<file path="src/design/imm_pkg.sv">
// Shared types, constants and helpers for the integer matrix multiplier.
// Used by imm_front, imm_back and the top level; depends on nothing.
package imm_pkg;

  localparam int MAX_DIM_DEFAULT = 8;
  localparam int CFG_W           = 4;   // width of each dimension register
  localparam int DIM_W           = 5;   // holds a saturated dimension up to 16
  localparam int IDX_W           = 2;   // register index width
  localparam int WORD_W          = 32;
  localparam int OUT_IDX_W       = 3;

  localparam logic [IDX_W-1:0] REG_ROWS_A     = 2'd0;
  localparam logic [IDX_W-1:0] REG_INNER_SIZE = 2'd1;
  localparam logic [IDX_W-1:0] REG_COLS_B     = 2'd2;

  localparam logic [CFG_W-1:0] DIM_RESET = 4'd8;

  typedef struct packed {
    logic [DIM_W-1:0] nr;
    logic [DIM_W-1:0] nk;
    logic [DIM_W-1:0] nc;
  } dims_t;

  // zero reads as one, anything above the limit saturates
  function automatic logic [DIM_W-1:0] eff_dim(input logic [CFG_W-1:0] r,
                                               input logic [DIM_W-1:0] maxd);
    logic [DIM_W-1:0] v;
    v = DIM_W'(r);
    if (v == '0) v = DIM_W'(1);
    if (v > maxd) v = maxd;
    return v;
  endfunction

endpackage

</file>
<file path="src/design/imm_front.sv">
// Front end: dimension registers, load counter and element classification.
// Tags each element with its store, address and end-of-load mark. Uses imm_pkg.
module imm_front #(
  parameter int MAX_DIM = imm_pkg::MAX_DIM_DEFAULT,
  parameter int AW      = 6,
  parameter int EW      = 40
) (
  input  logic                         clk,
  input  logic                         rst,
  input  logic                         cfg_write,
  input  logic [imm_pkg::IDX_W-1:0]    cfg_index,
  input  logic [imm_pkg::CFG_W-1:0]    cfg_data,
  input  logic                         in_valid,
  output logic                         in_stall,
  input  logic signed [imm_pkg::WORD_W-1:0] element_value,
  input  logic                         q_full,
  output logic                         q_push,
  output logic [EW-1:0]                q_entry,
  output imm_pkg::dims_t               dims
);

  localparam int CW = $clog2(2 * MAX_DIM * MAX_DIM + 1);

  logic [imm_pkg::CFG_W-1:0] rows_a;
  logic [imm_pkg::CFG_W-1:0] inner_size;
  logic [imm_pkg::CFG_W-1:0] cols_b;
  logic [CW-1:0]             load_count;

  logic [CW-1:0] a_total;
  logic [CW-1:0] total;
  logic          is_b;
  logic          is_last;
  logic [AW-1:0] addr;

  assign dims.nr = imm_pkg::eff_dim(rows_a, imm_pkg::DIM_W'(MAX_DIM));
  assign dims.nk = imm_pkg::eff_dim(inner_size, imm_pkg::DIM_W'(MAX_DIM));
  assign dims.nc = imm_pkg::eff_dim(cols_b, imm_pkg::DIM_W'(MAX_DIM));

  assign a_total = CW'(dims.nr) * CW'(dims.nk);
  assign total   = a_total + CW'(dims.nk) * CW'(dims.nc);
  assign is_b    = load_count >= a_total;
  assign addr    = is_b ? AW'(load_count - a_total) : AW'(load_count);
  assign is_last = (load_count + 1'b1) == total;

  assign in_stall = q_full;
  assign q_push   = in_valid && !q_full;
  assign q_entry  = {is_last, is_b, addr, element_value};

  always_ff @(posedge clk) begin
    if (rst) begin
      rows_a     <= imm_pkg::DIM_RESET;
      inner_size <= imm_pkg::DIM_RESET;
      cols_b     <= imm_pkg::DIM_RESET;
      load_count <= '0;
    end else if (cfg_write) begin
      // any valid register write restarts loading
      unique case (cfg_index)
        imm_pkg::REG_ROWS_A: begin
          rows_a     <= cfg_data;
          load_count <= '0;
        end
        imm_pkg::REG_INNER_SIZE: begin
          inner_size <= cfg_data;
          load_count <= '0;
        end
        imm_pkg::REG_COLS_B: begin
          cols_b     <= cfg_data;
          load_count <= '0;
        end
        default: ;
      endcase
    end else if (q_push) begin
      load_count <= is_last ? '0 : load_count + 1'b1;
    end
  end

endmodule

</file>
<file path="config.mk">
export PLATFORM = sky130hd
export DESIGN_NAME = imm_front
export DESIGN_NICKNAME = d
export VERILOG_FILES = /design/src/design/imm_pkg.sv /design/src/design/imm_front.sv
export SDC_FILE = /design/constraint.sdc
export NUM_CORES = 1
export LEC_CHECK = 0
export BUFFER_PORTS_ARGS = -buffer_cell sky130_fd_sc_hd__buf_2
export CORE_ASPECT_RATIO = 0.7
export CORE_MARGIN = 1.5
export CORE_UTILIZATION = 45
export CTS_CLUSTER_SIZE = 25
export DETAILED_ROUTE_END_ITERATION = 12
export PLACE_DENSITY_LB_ADDON = 0.12
export SETUP_SLACK_MARGIN = 0.4
export SLEW_MARGIN = 10
export SYNTH_ARGS = -nofsm -noshare
export SYNTH_HDL_FRONTEND = slang
export SYNTH_SLANG_ARGS = --single-unit
</file>
<file path="constraint.sdc">
create_clock -name clk -period 8 [get_ports clk]
set_input_delay 0 -clock clk [delete_from_list [all_inputs] [get_ports clk]]
set_output_delay 0 -clock clk [all_outputs]
set_load 0.05 [all_outputs]
</file>
==> metrics.yaml <==
route:
  via_count: 2219
  ant_nets: 0
  first_pass_iters: 4
  drtIter0Drc: 65
  routed_wl_um: 6130
  wire_per_inst_um: 14.4
  drc_errors: 0
  viasPerCell: 5.20
cts:
  clk_latency_ns: 0.26
  cts.sinks: 20
  clk_pin_slew_worst_paths_ns: 0.08
  clock_path_buffers: 2
  cts_tree: "yes"
  cts_buffers: 3
  h-tree-depth: 1
  cts_resized: 0
  clk_root_buffer_cell: "clkbuf_8"
timing:
  max_slew_margin_pct: 45.2
  fin_crit_ns: 6.50
  whs_ns: 0.0000220
  setup_viol: 0
  rsz0062_at_grt: "false"
  max_freq_ghz: 0.154
  slew_violations: 0
  clock-skew-final_ns: 0.00316
  period_share_pct: 81.2
  hold_violations: 0
  tns_ns: 0
  worst_pin_slew_ns: 0.820
die:
  die_area_mm2: 0.00686
  fp.dieH_um: 69.7
  start_util_pct: 46.3
  core_mm2: 0.00619
  die_x_um: 98.4
  pin_count: 100
  num_rows: 24
critical_path:
  cp.arrival_ns: 6.50
  critPathMaxStageDelay_ns: 0.56
  crit_path_end_kind: "primary output"
  crit_required_ns: 8.00
  cp_cell_sequence: "nor2_1 -> o21ai_0 -> nor2_1 -> ha_1 -> ha_1 -> fa_1 -> fa_1 -> inv_1 -> fa_1 -> inv_1 -> ha_1 -> fa_1 -> fa_1 -> and3_1 -> or3_1 -> a211oi_1 -> o211ai_2 -> nor2_1 -> buf_2"
  start_kind: "flip-flop"
  worstPathMaxFanout: 10
  critPathKind: "reg2out"
  path_common_cell: "fa_1"
  crit_slowest_cell: "fa_1"
global_route:
  grt_pass1_wl_um: 10600
  grt_antenna_before_repair: 0
  globalRouteTotalUtil_pct: 19.0
  grt_pass1_vias: 2223
  overflow: 0
  grt_max_degree: 15
synthesis:
  syn_avg_cell_area_um2: 8.14
  synthCells: 352
  async_reset_ff_share_pct: 0
  yosys.area.top_type_share_pct: 17.0
  synth_cell_types: 46
  synth-seq-cells: 20
  ys_seq_area_share_pct: 14.0
  synth_edf_count: 0
  synth_area_leaders: "ha_1, dfxtp_1, fa_1"
  yosys.area.top_type: "ha_1"
  synthesis.area_mm2: 0.00286
  yosys_warnings: 0
  ys_top_cells_by_count: "inv_1, nor2_1, ha_1"
  synth_flop_cell: "dfxtp_1"
worst_hold_path:
  hp-class: "in2out"
run_status:
  outcome: "completed"
placed_design:
  globalplace.congestion: 0.805
  dp_hpwl_um: 5140
  io_buffers: 32
power:
  leakage_nw: 1.62
  powerDensity_mw_per_mm2: 97.5
  ir_drop_mv: 0.0932
cells_and_area:
  drive_gt1_share_pct: 12.3
  nets: 447
  area_growth_pct: 1.79
  diodes: 0
flow_run:
  drv_cap: 0
## layer usage
layer  track usage (%)  vias to the layer above  share of wire (%)
li1                  -                     1121                  -
met1              29.3                     1048                 54
met2              27.1                       39                 40
met3              3.43                       11                4.9
met4              4.69                        0                1.1
met5                 0                        -                  0
## cells in the final DEF, fill, tap and decap left out, drive strengths merged, types with 3 or more instances in the layout
master,netlist,routed
nor2,42,42
ha,39,39
o21ai,13,13
inv,43,43
a21oi,13,13
o211ai,7,7
o2111ai,4,4
clkbuf,4,3
and2,6,6
a21o,4,4
mux2i,12,12
xnor3,4,4
nor3b,3,3
buf,39,32
dfxtp,20,20
nand3,4,4
nand2,31,31
xnor2,8,8
conb,1,3
xor2,8,8
nor2b,6,6
fa,15,15
## worst max-delay path, delay by kind of cell, from the launching register on
kind                       cells  cell delay (ns)
and+or+nand+nor                5             0.88
DFF                            1             0.39
adders and majority gates      8             3.49
buffers and inverters          3             0.39
AOI/OAI and AO/OA              3             1.08
## power breakdown
| part | internal (W) | switching [W] |
|---|---|---|
| clock | 0.0000668 | 0.0000347 |
| sequential | 0.000102 | 0.00000328 |
| combinational | 0.0000269 | 0.0000502 |
## state kept, by name, indices dropped and copies added, names as in the netlist
| name | flops |
|---|---|
| load_count | 8 |
| cols_b | 4 |
| rows_a | 4 |
| inner_size | 4 |
## layout make-up
type / count / area (um2)
Fill cell: 642 / 3270
Multi-Input combinational cell: 246 / 2000
Sequential cell: 20 / 400
Timing Repair Buffer: 34 / 180
Inverter: 45 / 169
Tap cell: 78 / 97.6
Clock buffer: 3 / 41.3
Clock inverter: 1 / 30.0
## logic make-up after synthesis
| group | synth area share [%] |
|---|---|
| xor+xnor | 8.08 |
| flops | 14.0 |
| other cells | 0.131 |
| compound gates | 12.8 |
| buf+inv | 16.6 |
| mux | 4.98 |
| simple gates | 15.9 |
| fa+ha+maj | 27.5 |
## through the flow
step	total power [W]	worst slack, ns	std cells	cell area (um2)	utilization, %
2_1_floorplan	0.000212	2.28	354	2870	-
3_3_place_gp	0.000184	1.78	421	2820	45.7
3_5_place_dp	0.000185	1.74	421	2820	45.7
4_1_cts	0.000287	1.49	427	2920	47.1
5_1_grt	0.000299	1.14	427	2920	47.1
6_report	0.000284	1.50	427	2920	47.1
## worst paths after layout
path	start	end	slack, ns	depth (start not counted)
worst min-delay path	element_value[11]	q_entry[11]	0.00002	0
worst min register to register	cols_b[0]	cols_b[0]	0.50	2
worst max register to register	rows_a[2]	load_count[6]	1.71	19
worst max-delay path	rows_a[2]	q_entry[39]	1.50	19
## repair_timing
| action | CTS | global route |
|---|---|---|
| hold endpoints to repair | 2 | 0 |
| setup buffers | 0 | 0 |
| hold buffers | 2 | 0 |
| setup endpoints to repair | 0 | 0 |
(Power assumes the default switching activity.)
