===== config.mk =====
export PLATFORM = sky130hd
export DESIGN_NAME = imm_queue
export DESIGN_NICKNAME = d
export VERILOG_FILES = /design/src/design/imm_queue.sv
export SDC_FILE = /design/constraint.sdc
export NUM_CORES = 1
export LEC_CHECK = 0
export ABC_CLOCK_PERIOD_IN_PS = 3300
export BUFFER_PORTS_ARGS = -buffer_cell sky130_fd_sc_hd__buf_4
export CAP_MARGIN = 20
export CORE_UTILIZATION = 45
export DETAILED_ROUTE_END_ITERATION = 6
export GPL_ROUTABILITY_DRIVEN = 0
export PLACE_DENSITY_LB_ADDON = 0.3
export SYNTH_ARGS = -nofsm -noshare
export SYNTH_HDL_FRONTEND = slang
export SYNTH_SLANG_ARGS = --single-unit

===== constraint.sdc =====
create_clock -name clk -period 3.3 [get_ports clk]
set_input_delay 0.165 -clock clk [delete_from_list [all_inputs] [get_ports clk]]
set_output_delay 0.165 -clock clk [all_outputs]
set_load 0.02 [all_outputs]

===== src/design/imm_queue.sv =====
// Two-entry FIFO between the front end and the compute back end.
// Generic payload width; no package dependencies.
module imm_queue #(
  parameter int EW = 40
) (
  input  logic          clk,
  input  logic          rst,
  input  logic          push,
  input  logic [EW-1:0] push_data,
  input  logic          pop,
  output logic [EW-1:0] pop_data,
  output logic          full,
  output logic          empty
);

  logic [EW-1:0] slot [2];
  logic          wr_ptr;
  logic          rd_ptr;
  logic [1:0]    fill;

  assign full     = fill == 2'd2;
  assign empty    = fill == 2'd0;
  assign pop_data = slot[rd_ptr];

  always_ff @(posedge clk) begin
    if (push) slot[wr_ptr] <= push_data;
  end

  always_ff @(posedge clk) begin
    if (rst) begin
      wr_ptr <= 1'b0;
      rd_ptr <= 1'b0;
      fill   <= 2'd0;
    end else begin
      if (push) wr_ptr <= !wr_ptr;
      if (pop)  rd_ptr <= !rd_ptr;
      case ({push, pop})
        2'b10:   fill <= fill + 2'd1;
        2'b01:   fill <= fill - 2'd1;
        default: ;
      endcase
    end
  end

endmodule


==> metrics.txt, run 1 <==
status finished, violations left; failing checks DRC; Starting Density 0.4766; Residual DRC 4; vias in the first global route 1759; Detail Placement HPWL 3.083 mm; Worst Hold Depth 2; IO Port Bufs 85; number of cell rows 29; Tot GR Track Use 0.1546; register share of total power 0.567; 1st-iter DRT viols 47; worst clock skew 8.274 ps; Final TNS setup 0 ps; Antenna Violating Nets Remaining 0; nets 323; Req. time, crit path 3130 ps; antenna violations before repair 0; wire per inst 14.99 µm; worst skew pair latency 330 ps; worst-case reg-to-reg path depth 1; Slew headroom 0.3391; synthesis-to-layout area growth 41.87%; multi-input logic area 560.5 µm²; FMAX 477.1 MHz; Final Util 0.6761; register area share after synthesis 0.8130; Slew @ Worst Pin 991.3 ps; # IOs 86; H-tree depth 3; Sink Count 85; Slew Limit Fails 0; max-cap viol count 0; FF+latch area 2504 µm²; Total Power 2275 µW; Root Buffer clkbuf_8; layout cells sized above 1 0.5088; Core Area 6459 µm²; final setup violation count 0; P_int 1721 µW; Synth Area per Inst 21.08 µm²; dominant cell type by area after synthesis edfxtp_1; switch share 0.2438; vias 1745; clock group share of total power 0.270; die area 7175 µm²; final period demand of the worst path 2096 ps; largest net degree at the start of global routing 41; final hold vios 0; fillers 471; CTS tree done; top cell type's share of synthesized area 0.7805; crit end category output pin; cell count after synthesis 146; combinational power share 0.162; Synth area leaders edfxtp_1, mux2_2, dfxtp_1; Startpoint Class flip-flop; first-pass GRT wire length 8.107 mm; Post-Synthesis Net Count 191; fin crit share 0.6352; clk slew on worst S/H paths 80 ps; critical path arrival 1930 ps; die width 84.71 µm; GR Overflow Total 0; Worst Hold Class input port to flip-flop; worst-path fanout max 40; DRT Pass-1 Iters 7; PwrDens 521.1 nW/µm²; Synth Cell Area 3078 µm²; post-DR vias/cell 4.847; Post-CTS Repair Setup Buffers 0; Synth cell types 14; #FFs+latches synth 85; Longest Clk Path Bufs 2; critical path type flip-flop to output pin; Ant. Diodes 0; Syn. warnings 0; sw power 554.8 µW; die height 84.71 µm; Num CTS Buffers 9; static leakage 0.001651 µW; peak supply drop 0.3133 mV; RSZ-0062 raised after global routing false; total wire length 5.395 mm
==> worst paths after layout <==
path,from,to,slack (ps)
hold reg to reg,fill[1],fill[1],510
setup / recovery,flip-flop,pop_data[30],1200
setup reg to reg,wr_ptr,slot[1][31],1660
hold / removal,rst,flip-flop,20
==> stage by stage <==
step	instance area, µm²	std cells	setup WS [ps]	hold WS, ps
floorplan	3078	146	847.2	234.1
global placement	3810	305	1544	349.9
detailed placement	3810	305	1547	352.7
CTS	4167	340	1173	0.1036
global route	4367	360	1099	0.3778
finish	4367	360	1204	23.06
==> worst max-delay path, cell delays in order (launching register included) <==
cell and delay, ps:
dfxtp_2 980, mux2_2 430, buf_4 160
==> metal layers <==
layer,global-route usage,part of all wire,up-vias,wire length (µm)
met2,0.2653,0.54,51,2903
met5,0,0,-,0
met1,0.1652,0.39,851,2098
li1,-,-,828,-
met3,0.05113,0.047,15,251
met4,0.09553,0.026,0,142
==> layout make-up <==
type	instances	area share
sequential	85	0.5734
timing repair buffer	125	0.2372
multi-input combinational	56	0.1284
clock buffer	9	0.02837
tap	77	0.02206
clock inverter	7	0.009742
inverter	1	0.0008596
==> cell usage after synthesis <==
| library cell | number |
|---|---|
| edfxtp_1 | 80 |
| buf_2 | 4 |
| xnor2_1 | 3 |
| o21ai_0 | 1 |
| and2b_2 | 1 |
| and2_1 | 1 |
| xor2_1 | 1 |
| mux2_2 | 40 |
| or3_1 | 1 |
| inv_1 | 1 |
| dfxtp_1 | 5 |
| a21oi_1 | 1 |
| nor2_1 | 6 |
| ha_1 | 1 |
==> logic make-up (layout without fill, tap and decap cells) <==
kind of cell / count (synthesis) / after routing / share of synthesized area
DFF: 85 / 85 / 0.8130
muxes: 40 / 40 / 0.1463
and+or+nand+nor: 9 / 9 / 0.01423
buffers and inverters: 5 / 142 / 0.007723
xor gates and xnor gates: 4 / 4 / 0.01138
AOI/OAI and AO/OA: 2 / 2 / 0.003249
adders and majority gates: 1 / 1 / 0.004064
==> timing repair <==
item,CTS,global route
resized for setup,0,0
hold buffers,19,20
hold endpoints to repair,38,40
==> power by group through the flow <==
| stage | Clock (µW) | Sequential [µW] | Combinational, µW |
|---|---|---|---|
| floorplan | 0 | 1290 | 197 |
| finish | 615 | 1290 | 370 |
| global route | 672 | 1300 | 393 |
| global placement | 0 | 1310 | 330 |
| CTS | 628 | 1290 | 354 |
| detailed placement | 0 | 1320 | 334 |
==> registers in the layout, summed over array words and instances (netlist names), named ones only <==
| signal | cells |
|---|---|
| rd_ptr | 1 |
| slot | 80 |
| fill | 2 |
| wr_ptr | 1 |
==> layout by cell type (no fill, tap or decap), types with 3 or more instances in the layout <==
| master | netlist | routed |
|---|---|---|
| xnor2_1 | 3 | 3 |
| dlygate4sd3_1 | 0 | 39 |
| dfxtp_1 | 5 | 4 |
| nor2_1 | 6 | 5 |
| buf_4 | 0 | 86 |
| edfxtp_1 | 80 | 80 |
| mux2_2 | 40 | 40 |
| clkbuf_8 | 0 | 9 |
Note: power is estimated with default switching activity, not from simulation.
==> run 2, diff against run 1 <==
--- a/config.mk
+++ b/config.mk
@@ -5,7 +5,8 @@
 export SDC_FILE = /design/constraint.sdc
 export NUM_CORES = 1
 export LEC_CHECK = 0
-export ABC_CLOCK_PERIOD_IN_PS = 3300
+export ABC_AREA = 1
+export ABC_CLOCK_PERIOD_IN_PS = 2000
 export BUFFER_PORTS_ARGS = -buffer_cell sky130_fd_sc_hd__buf_4
 export CAP_MARGIN = 20
 export CORE_UTILIZATION = 45
==> constraint.sdc (replaced) <==
create_clock -name clk -period 2 [get_ports clk]
set_input_delay 0.1 -clock clk [delete_from_list [all_inputs] [get_ports clk]]
set_output_delay 0.1 -clock clk [all_outputs]
set_load 0.02 [all_outputs]
==> run 2 against run 1 <==
Compared with the run above:
- the flow now finishes without violations
- total power rose by 73%
- combinational power rose by 66%
- via count rose by 3.0%
- clock skew fell by 1.9 ps
- setup slack got worse by 1000 ps
- worst hold slack improved by 18 ps
- design area rose by 3.0%
- cell count rose by 4.4%
- synthesized cell count rose by 7.5%
- utilization rose by 1.2 points
==> metrics.txt, run 2 <==
Root Buffer clkbuf_8; max-cap viol count 0; post-route insts no fill 376; Syn. warnings 0; met2 WL 3.282 mm; clock group share of total power 0.313; final period demand of the worst path 1794 ps; final setup violation count 0; static leakage 0.001742 µW; total wire length 5.866 mm; DRT Pass-1 Iters 4; fin crit share 0.8971; Slew @ Worst Pin 397.1 ps; number of cell rows 29; post-DR vias/cell 4.782; PwrDens 875.2 nW/µm²; Detail Placement HPWL 3.446 mm; Synth Cell Area 3123 µm²; number of flops mapped to enable cells by yosys 80; met3 routed WL 257 µm; placed cell count 319; most frequent cells after synthesis edfxtp_1, mux2_2, nor2_1; Slew Limit Fails 0; CTS tree done; Post-Synthesis Net Count 202; pre-CTS setup slack 554.7 ps; Startpoint Class flip-flop; vias 1798; commonest non-fill, non-tap cell in the layout buf_4; Longest Clk Path Bufs 2; Worst Hold Class input port to flip-flop; 1st-iter DRT viols 73; crit end category output pin; cts repair resizes 0; Residual DRC 0; uppermost layer routed met4; FMAX 557.3 MHz; combinational power share 0.156; most frequent cell after synthesis edfxtp_1; largest net degree at the start of global routing 41; sw power 885.5 µW; worst-path fanout max 26; clk slew on worst S/H paths 70 ps; fillers 462; die height 85.31 µm; # IOs 86; Post-DP Area 3876 µm²; Antenna Violating Nets Remaining 0; Synth area leaders edfxtp_1, mux2_2, dfxtp_1; IO Port Bufs 85; Top reg by flops slot; status complete, no violations; Metal-1 WL 2.275 mm; register share of total power 0.531; antenna violations before repair 0; dominant cell type by area after synthesis edfxtp_1; layout cells sized above 1 0.4950; final hold vios 0; Synth cell types 13; RSZ-0062 raised after global routing false; Slew headroom 0.7353; critical path type flip-flop to output pin; vias in the first global route 1942; switch share 0.2250; wire per inst 15.60 µm; Slowest Stage Delay on Critical Path 580 ps; Final TNS setup 0 ps; #FFs+latches synth 85; H-tree depth 3; nets 339; max FFs per register 80; first-pass GRT wire length 9.183 mm; post-layout instance area 4497 µm²; Slowest-stage cell, CP dfxtp_2; async set or reset register ratio after synthesis 0; Starting Density 0.4782; synthesis-to-layout area growth 43.99%; Num CTS Buffers 9; Final Util 0.6885; top cell type's share of synthesized area 0.7692; P_int 3050 µW; die area 7277 µm²; worst clock skew 6.361 ps; Synth Area per Inst 19.89 µm²; cell count after synthesis 157; Tot GR Track Use 0.1717; critical path arrival 1690 ps; Core Area 6531 µm²; critical path, cell by cell buf_12 > mux2_2 > buf_4; PnR worst setup slack 205.8 ps; Req. time, crit path 1900 ps; register area share after synthesis 0.8013; GR Overflow Total 0; Ant. Diodes 0; Post-synth top flop edfxtp_1; Largest regs slot x80, fill x2; peak supply drop 0.4431 mV; die width 85.31 µm; most frequent cells in the layout buf_4, edfxtp_1, dlygate4sd3_1, mux2_2, clkbuf_8; Sink Count 85; worst skew pair latency 330 ps
[run 2: cell count changes in the layout (fill, tap and decap cells not counted), sizes merged, moves of 2 or more]
cell / before / now
inv: 1 / 7
nand2: 0 / 5
nor2: 6 / 10
buf: 86 / 89
clkbuf: 9 / 12
clkinv: 6 / 3
dlygate4sd3: 39 / 41
xnor2: 3 / 1
[run 2: what timing repair did]
| item | CTS | global route |
|---|---|---|
| endpoints found under the hold margin | 83 | 0 |
| hold buffers | 41 | 0 |
| buffers inserted | 0 | 0 |
| setup endpoints to repair | 0 | 0 |
[run 2: logic make-up after synthesis]
logic type / Yosys count / synth area share
AO/OA/AOI/OAI: 2 / 0.003202
flip-flops: 85 / 0.8013
XOR/XNOR: 1 / 0.002805
AND/OR/NAND/NOR: 17 / 0.02164
adder cells (fa/ha/maj): 1 / 0.004006
buffers and inverters: 11 / 0.02284
multiplexers: 40 / 0.1442
[run 2: layout make-up]
class	count	area (µm²)	area share
inverter	7	26.28	0.005843
clock inverter	4	45.04	0.01002
multi-input combinational	61	556.8	0.1238
clock buffer	12	165.2	0.03673
sequential	85	2504	0.5568
timing repair buffer	130	1104	0.2454
tap	77	96.34	0.02142
[run 2: power groups by stage]
stage	logic [µW]	registers (µW)	clock network (µW)
after global placement	543	2130	0
after detailed placement	552	2130	0
final	614	2090	1230
after CTS	620	2090	1280
after global routing	652	2100	1340
after floorplan	314	2110	0
[run 2: per-stage QoR]
stage          power, µW  hold WS, ps
2_1_floorplan       2428        172.4
3_3_place_gp        2669        284.4
3_5_place_dp        2683        287.5
4_1_cts             3986        23.97
5_1_grt             4097        28.95
6_report            3935        41.12
[run 2: worst max-delay path, delay by kind of cell (launching register included)]
family | cells | cell delay (ps)
buf+inv | 2 | 410
flops | 1 | 580
mux | 1 | 360
[run 2: routing by layer]
layer	vias up	GRT usage
met3	6	0.05739
li1	868	-
met1	874	0.1914
met4	0	0.06212
met2	50	0.3072
met5	-	0
[run 2: path summary, 6_finish.rpt]
check,start,cells past startpoint,end,slack [ps]
hold reg to reg,rd_ptr,2,rd_ptr,520
hold / removal,pop,3,rd_ptr,40
setup / recovery,flip-flop,3,pop_data[19],210
setup reg to reg,wr_ptr,3,slot[1][8],860
==> run 3, diff against run 2 <==
--- a/config.mk
+++ b/config.mk
@@ -9,7 +9,7 @@
 export ABC_CLOCK_PERIOD_IN_PS = 2000
 export BUFFER_PORTS_ARGS = -buffer_cell sky130_fd_sc_hd__buf_4
 export CAP_MARGIN = 20
-export CORE_UTILIZATION = 45
+export CORE_UTILIZATION = 51
 export DETAILED_ROUTE_END_ITERATION = 6
 export GPL_ROUTABILITY_DRIVEN = 0
 export PLACE_DENSITY_LB_ADDON = 0.3
==> run 3 against run 2 <==
Compared with the run above:
- design area down 0.11%
- critical endpoint is now pop_data[9]
- setup slack better by 220 ps
- largest power group unchanged
- fmax up 14%
- sequential power about the same
- wire length up 2.7%
- sequential share of layout area up 0.062 points
- register-to-register slack worse by 190 ps
- non-clock buffer count unchanged
==> metrics.txt, run 3 (synthesized netlist as in run 2, its figures left out) <==
Slew Limit Fails 0; 1st-iter DRT viols 98; fillers 355; Post-CTS Hold Fix Bufs 41; post-DR vias/cell 4.880; Detail Placement HPWL 3.457 mm; Sink Count 85; first-pass GRT wire length 8.859 mm; Slew @ Worst Pin 493.5 ps; Req. time, crit path 1900 ps; crit end category output pin; synthesis-to-layout area growth 43.83%; final hold vios 0; Ant. Diodes 0; CTS tree done; Root Buffer clkbuf_8; die area 6440 µm²; GR Overflow Total 0; # IOs 86; status complete, no violations; Slew headroom 0.6702; final period demand of the worst path 1574 ps; critical path type flip-flop to output pin; worst clock skew 8.837 ps; antenna violations before repair 0; Longest Clk Path Bufs 2; Top reg by flops slot; Starting Density 0.5275; worst-path fanout max 40; vias 1825; Tot GR Track Use 0.1954; Antenna Violating Nets Remaining 0; DRT Pass-1 Iters 4; die width 80.25 µm; RSZ-0062 raised after global routing false; cts repair resizes 0; Total Power 3969 µW; PwrDens 883.6 nW/µm²; Residual DRC 0; final setup violation count 0; H-tree depth 3; commonest non-fill, non-tap cell in the layout buf_4; fin crit share 0.7869; most frequent cells in the layout buf_4, edfxtp_1, dlygate4sd3_1, mux2_2; largest net degree at the start of global routing 41; critical path arrival 1470 ps; vias in the first global route 1879; number of cell rows 28; Startpoint Class flip-flop; nets 339; Worst Hold Class input port to flip-flop; worst skew pair latency 340 ps; WHS 23.43 ps; Post-CTS Repair Setup Buffers 0; Core Area 5921 µm²; layout cells sized above 1 0.4816; FMAX 635.4 MHz; Final TNS setup 0 ps; PnR worst setup slack 426.2 ps; static leakage 0.001726 µW; Num CTS Buffers 9; total wire length 6.027 mm; Largest regs slot x80, fill x2; clk slew on worst S/H paths 70 ps; max-cap viol count 0; die height 80.25 µm; IO Port Bufs 85; wire per inst 16.11 µm; max FFs per register 80; pre-CTS setup slack 667.5 ps; peak supply drop 0.5539 mV
run 3: changes by cell type in the layout (fill, tap and decap cells not counted):
cell	before	now
clkbuf_1	0	3
clkbuf_8	12	9
clkinv_2	3	1
bufinv_16	1	2
clkinv_1	0	1
clkinvlp_4	0	1
inv_2	1	0
run 3: final cells by class:
class / instances / area (µm²) / area share
Inverter: 7 / 26.28 / 0.005850
Multi-Input combinational cell: 61 / 556.8 / 0.1240
Clock inverter: 4 / 72.57 / 0.01616
Clock buffer: 12 / 135.1 / 0.03008
Tap cell: 75 / 93.84 / 0.02089
Timing Repair Buffer: 130 / 1104 / 0.2457
Sequential cell: 85 / 2504 / 0.5574
run 3: metal layers:
layer / global-route usage / wire, µm
met1: 0.2074 / 2345
met2: 0.3598 / 3334
met3: 0.05909 / 251
met4: 0.07679 / 95
met5: 0 / 0
run 3: path summary, 6_finish.rpt:
check	startpoint	end	slack, ps	depth (start not counted)
hold / removal	pop	rd_ptr	20	3
hold reg to reg	rd_ptr	rd_ptr	520	2
setup reg to reg	wr_ptr	slot[0][26]	670	2
setup / recovery	flip-flop	pop_data[9]	430	3
run 3: worst max-delay path, cell delays in order, from the launching register on:
cell	delay (ps)
dfxtp_2	350
buf_12	240
mux2_2	370
buf_4	160
run 3: metrics by stage:
step                        util  instance area (µm²)  cells
after global placement    0.6543                 3874    317
after CTS                 0.7587                 4492    374
after floorplan                -                 3126    157
after detailed placement  0.6543                 3874    317
after global routing      0.7587                 4492    374
final                     0.7587                 4492    374
run 3: power by group:
group          switching (µW)  leakage (µW)  internal, µW
Clock                     554      0.000101           703
Sequential               28.0      0.000793          2050
Combinational             307      0.000832           325
Total                     888       0.00173          3080
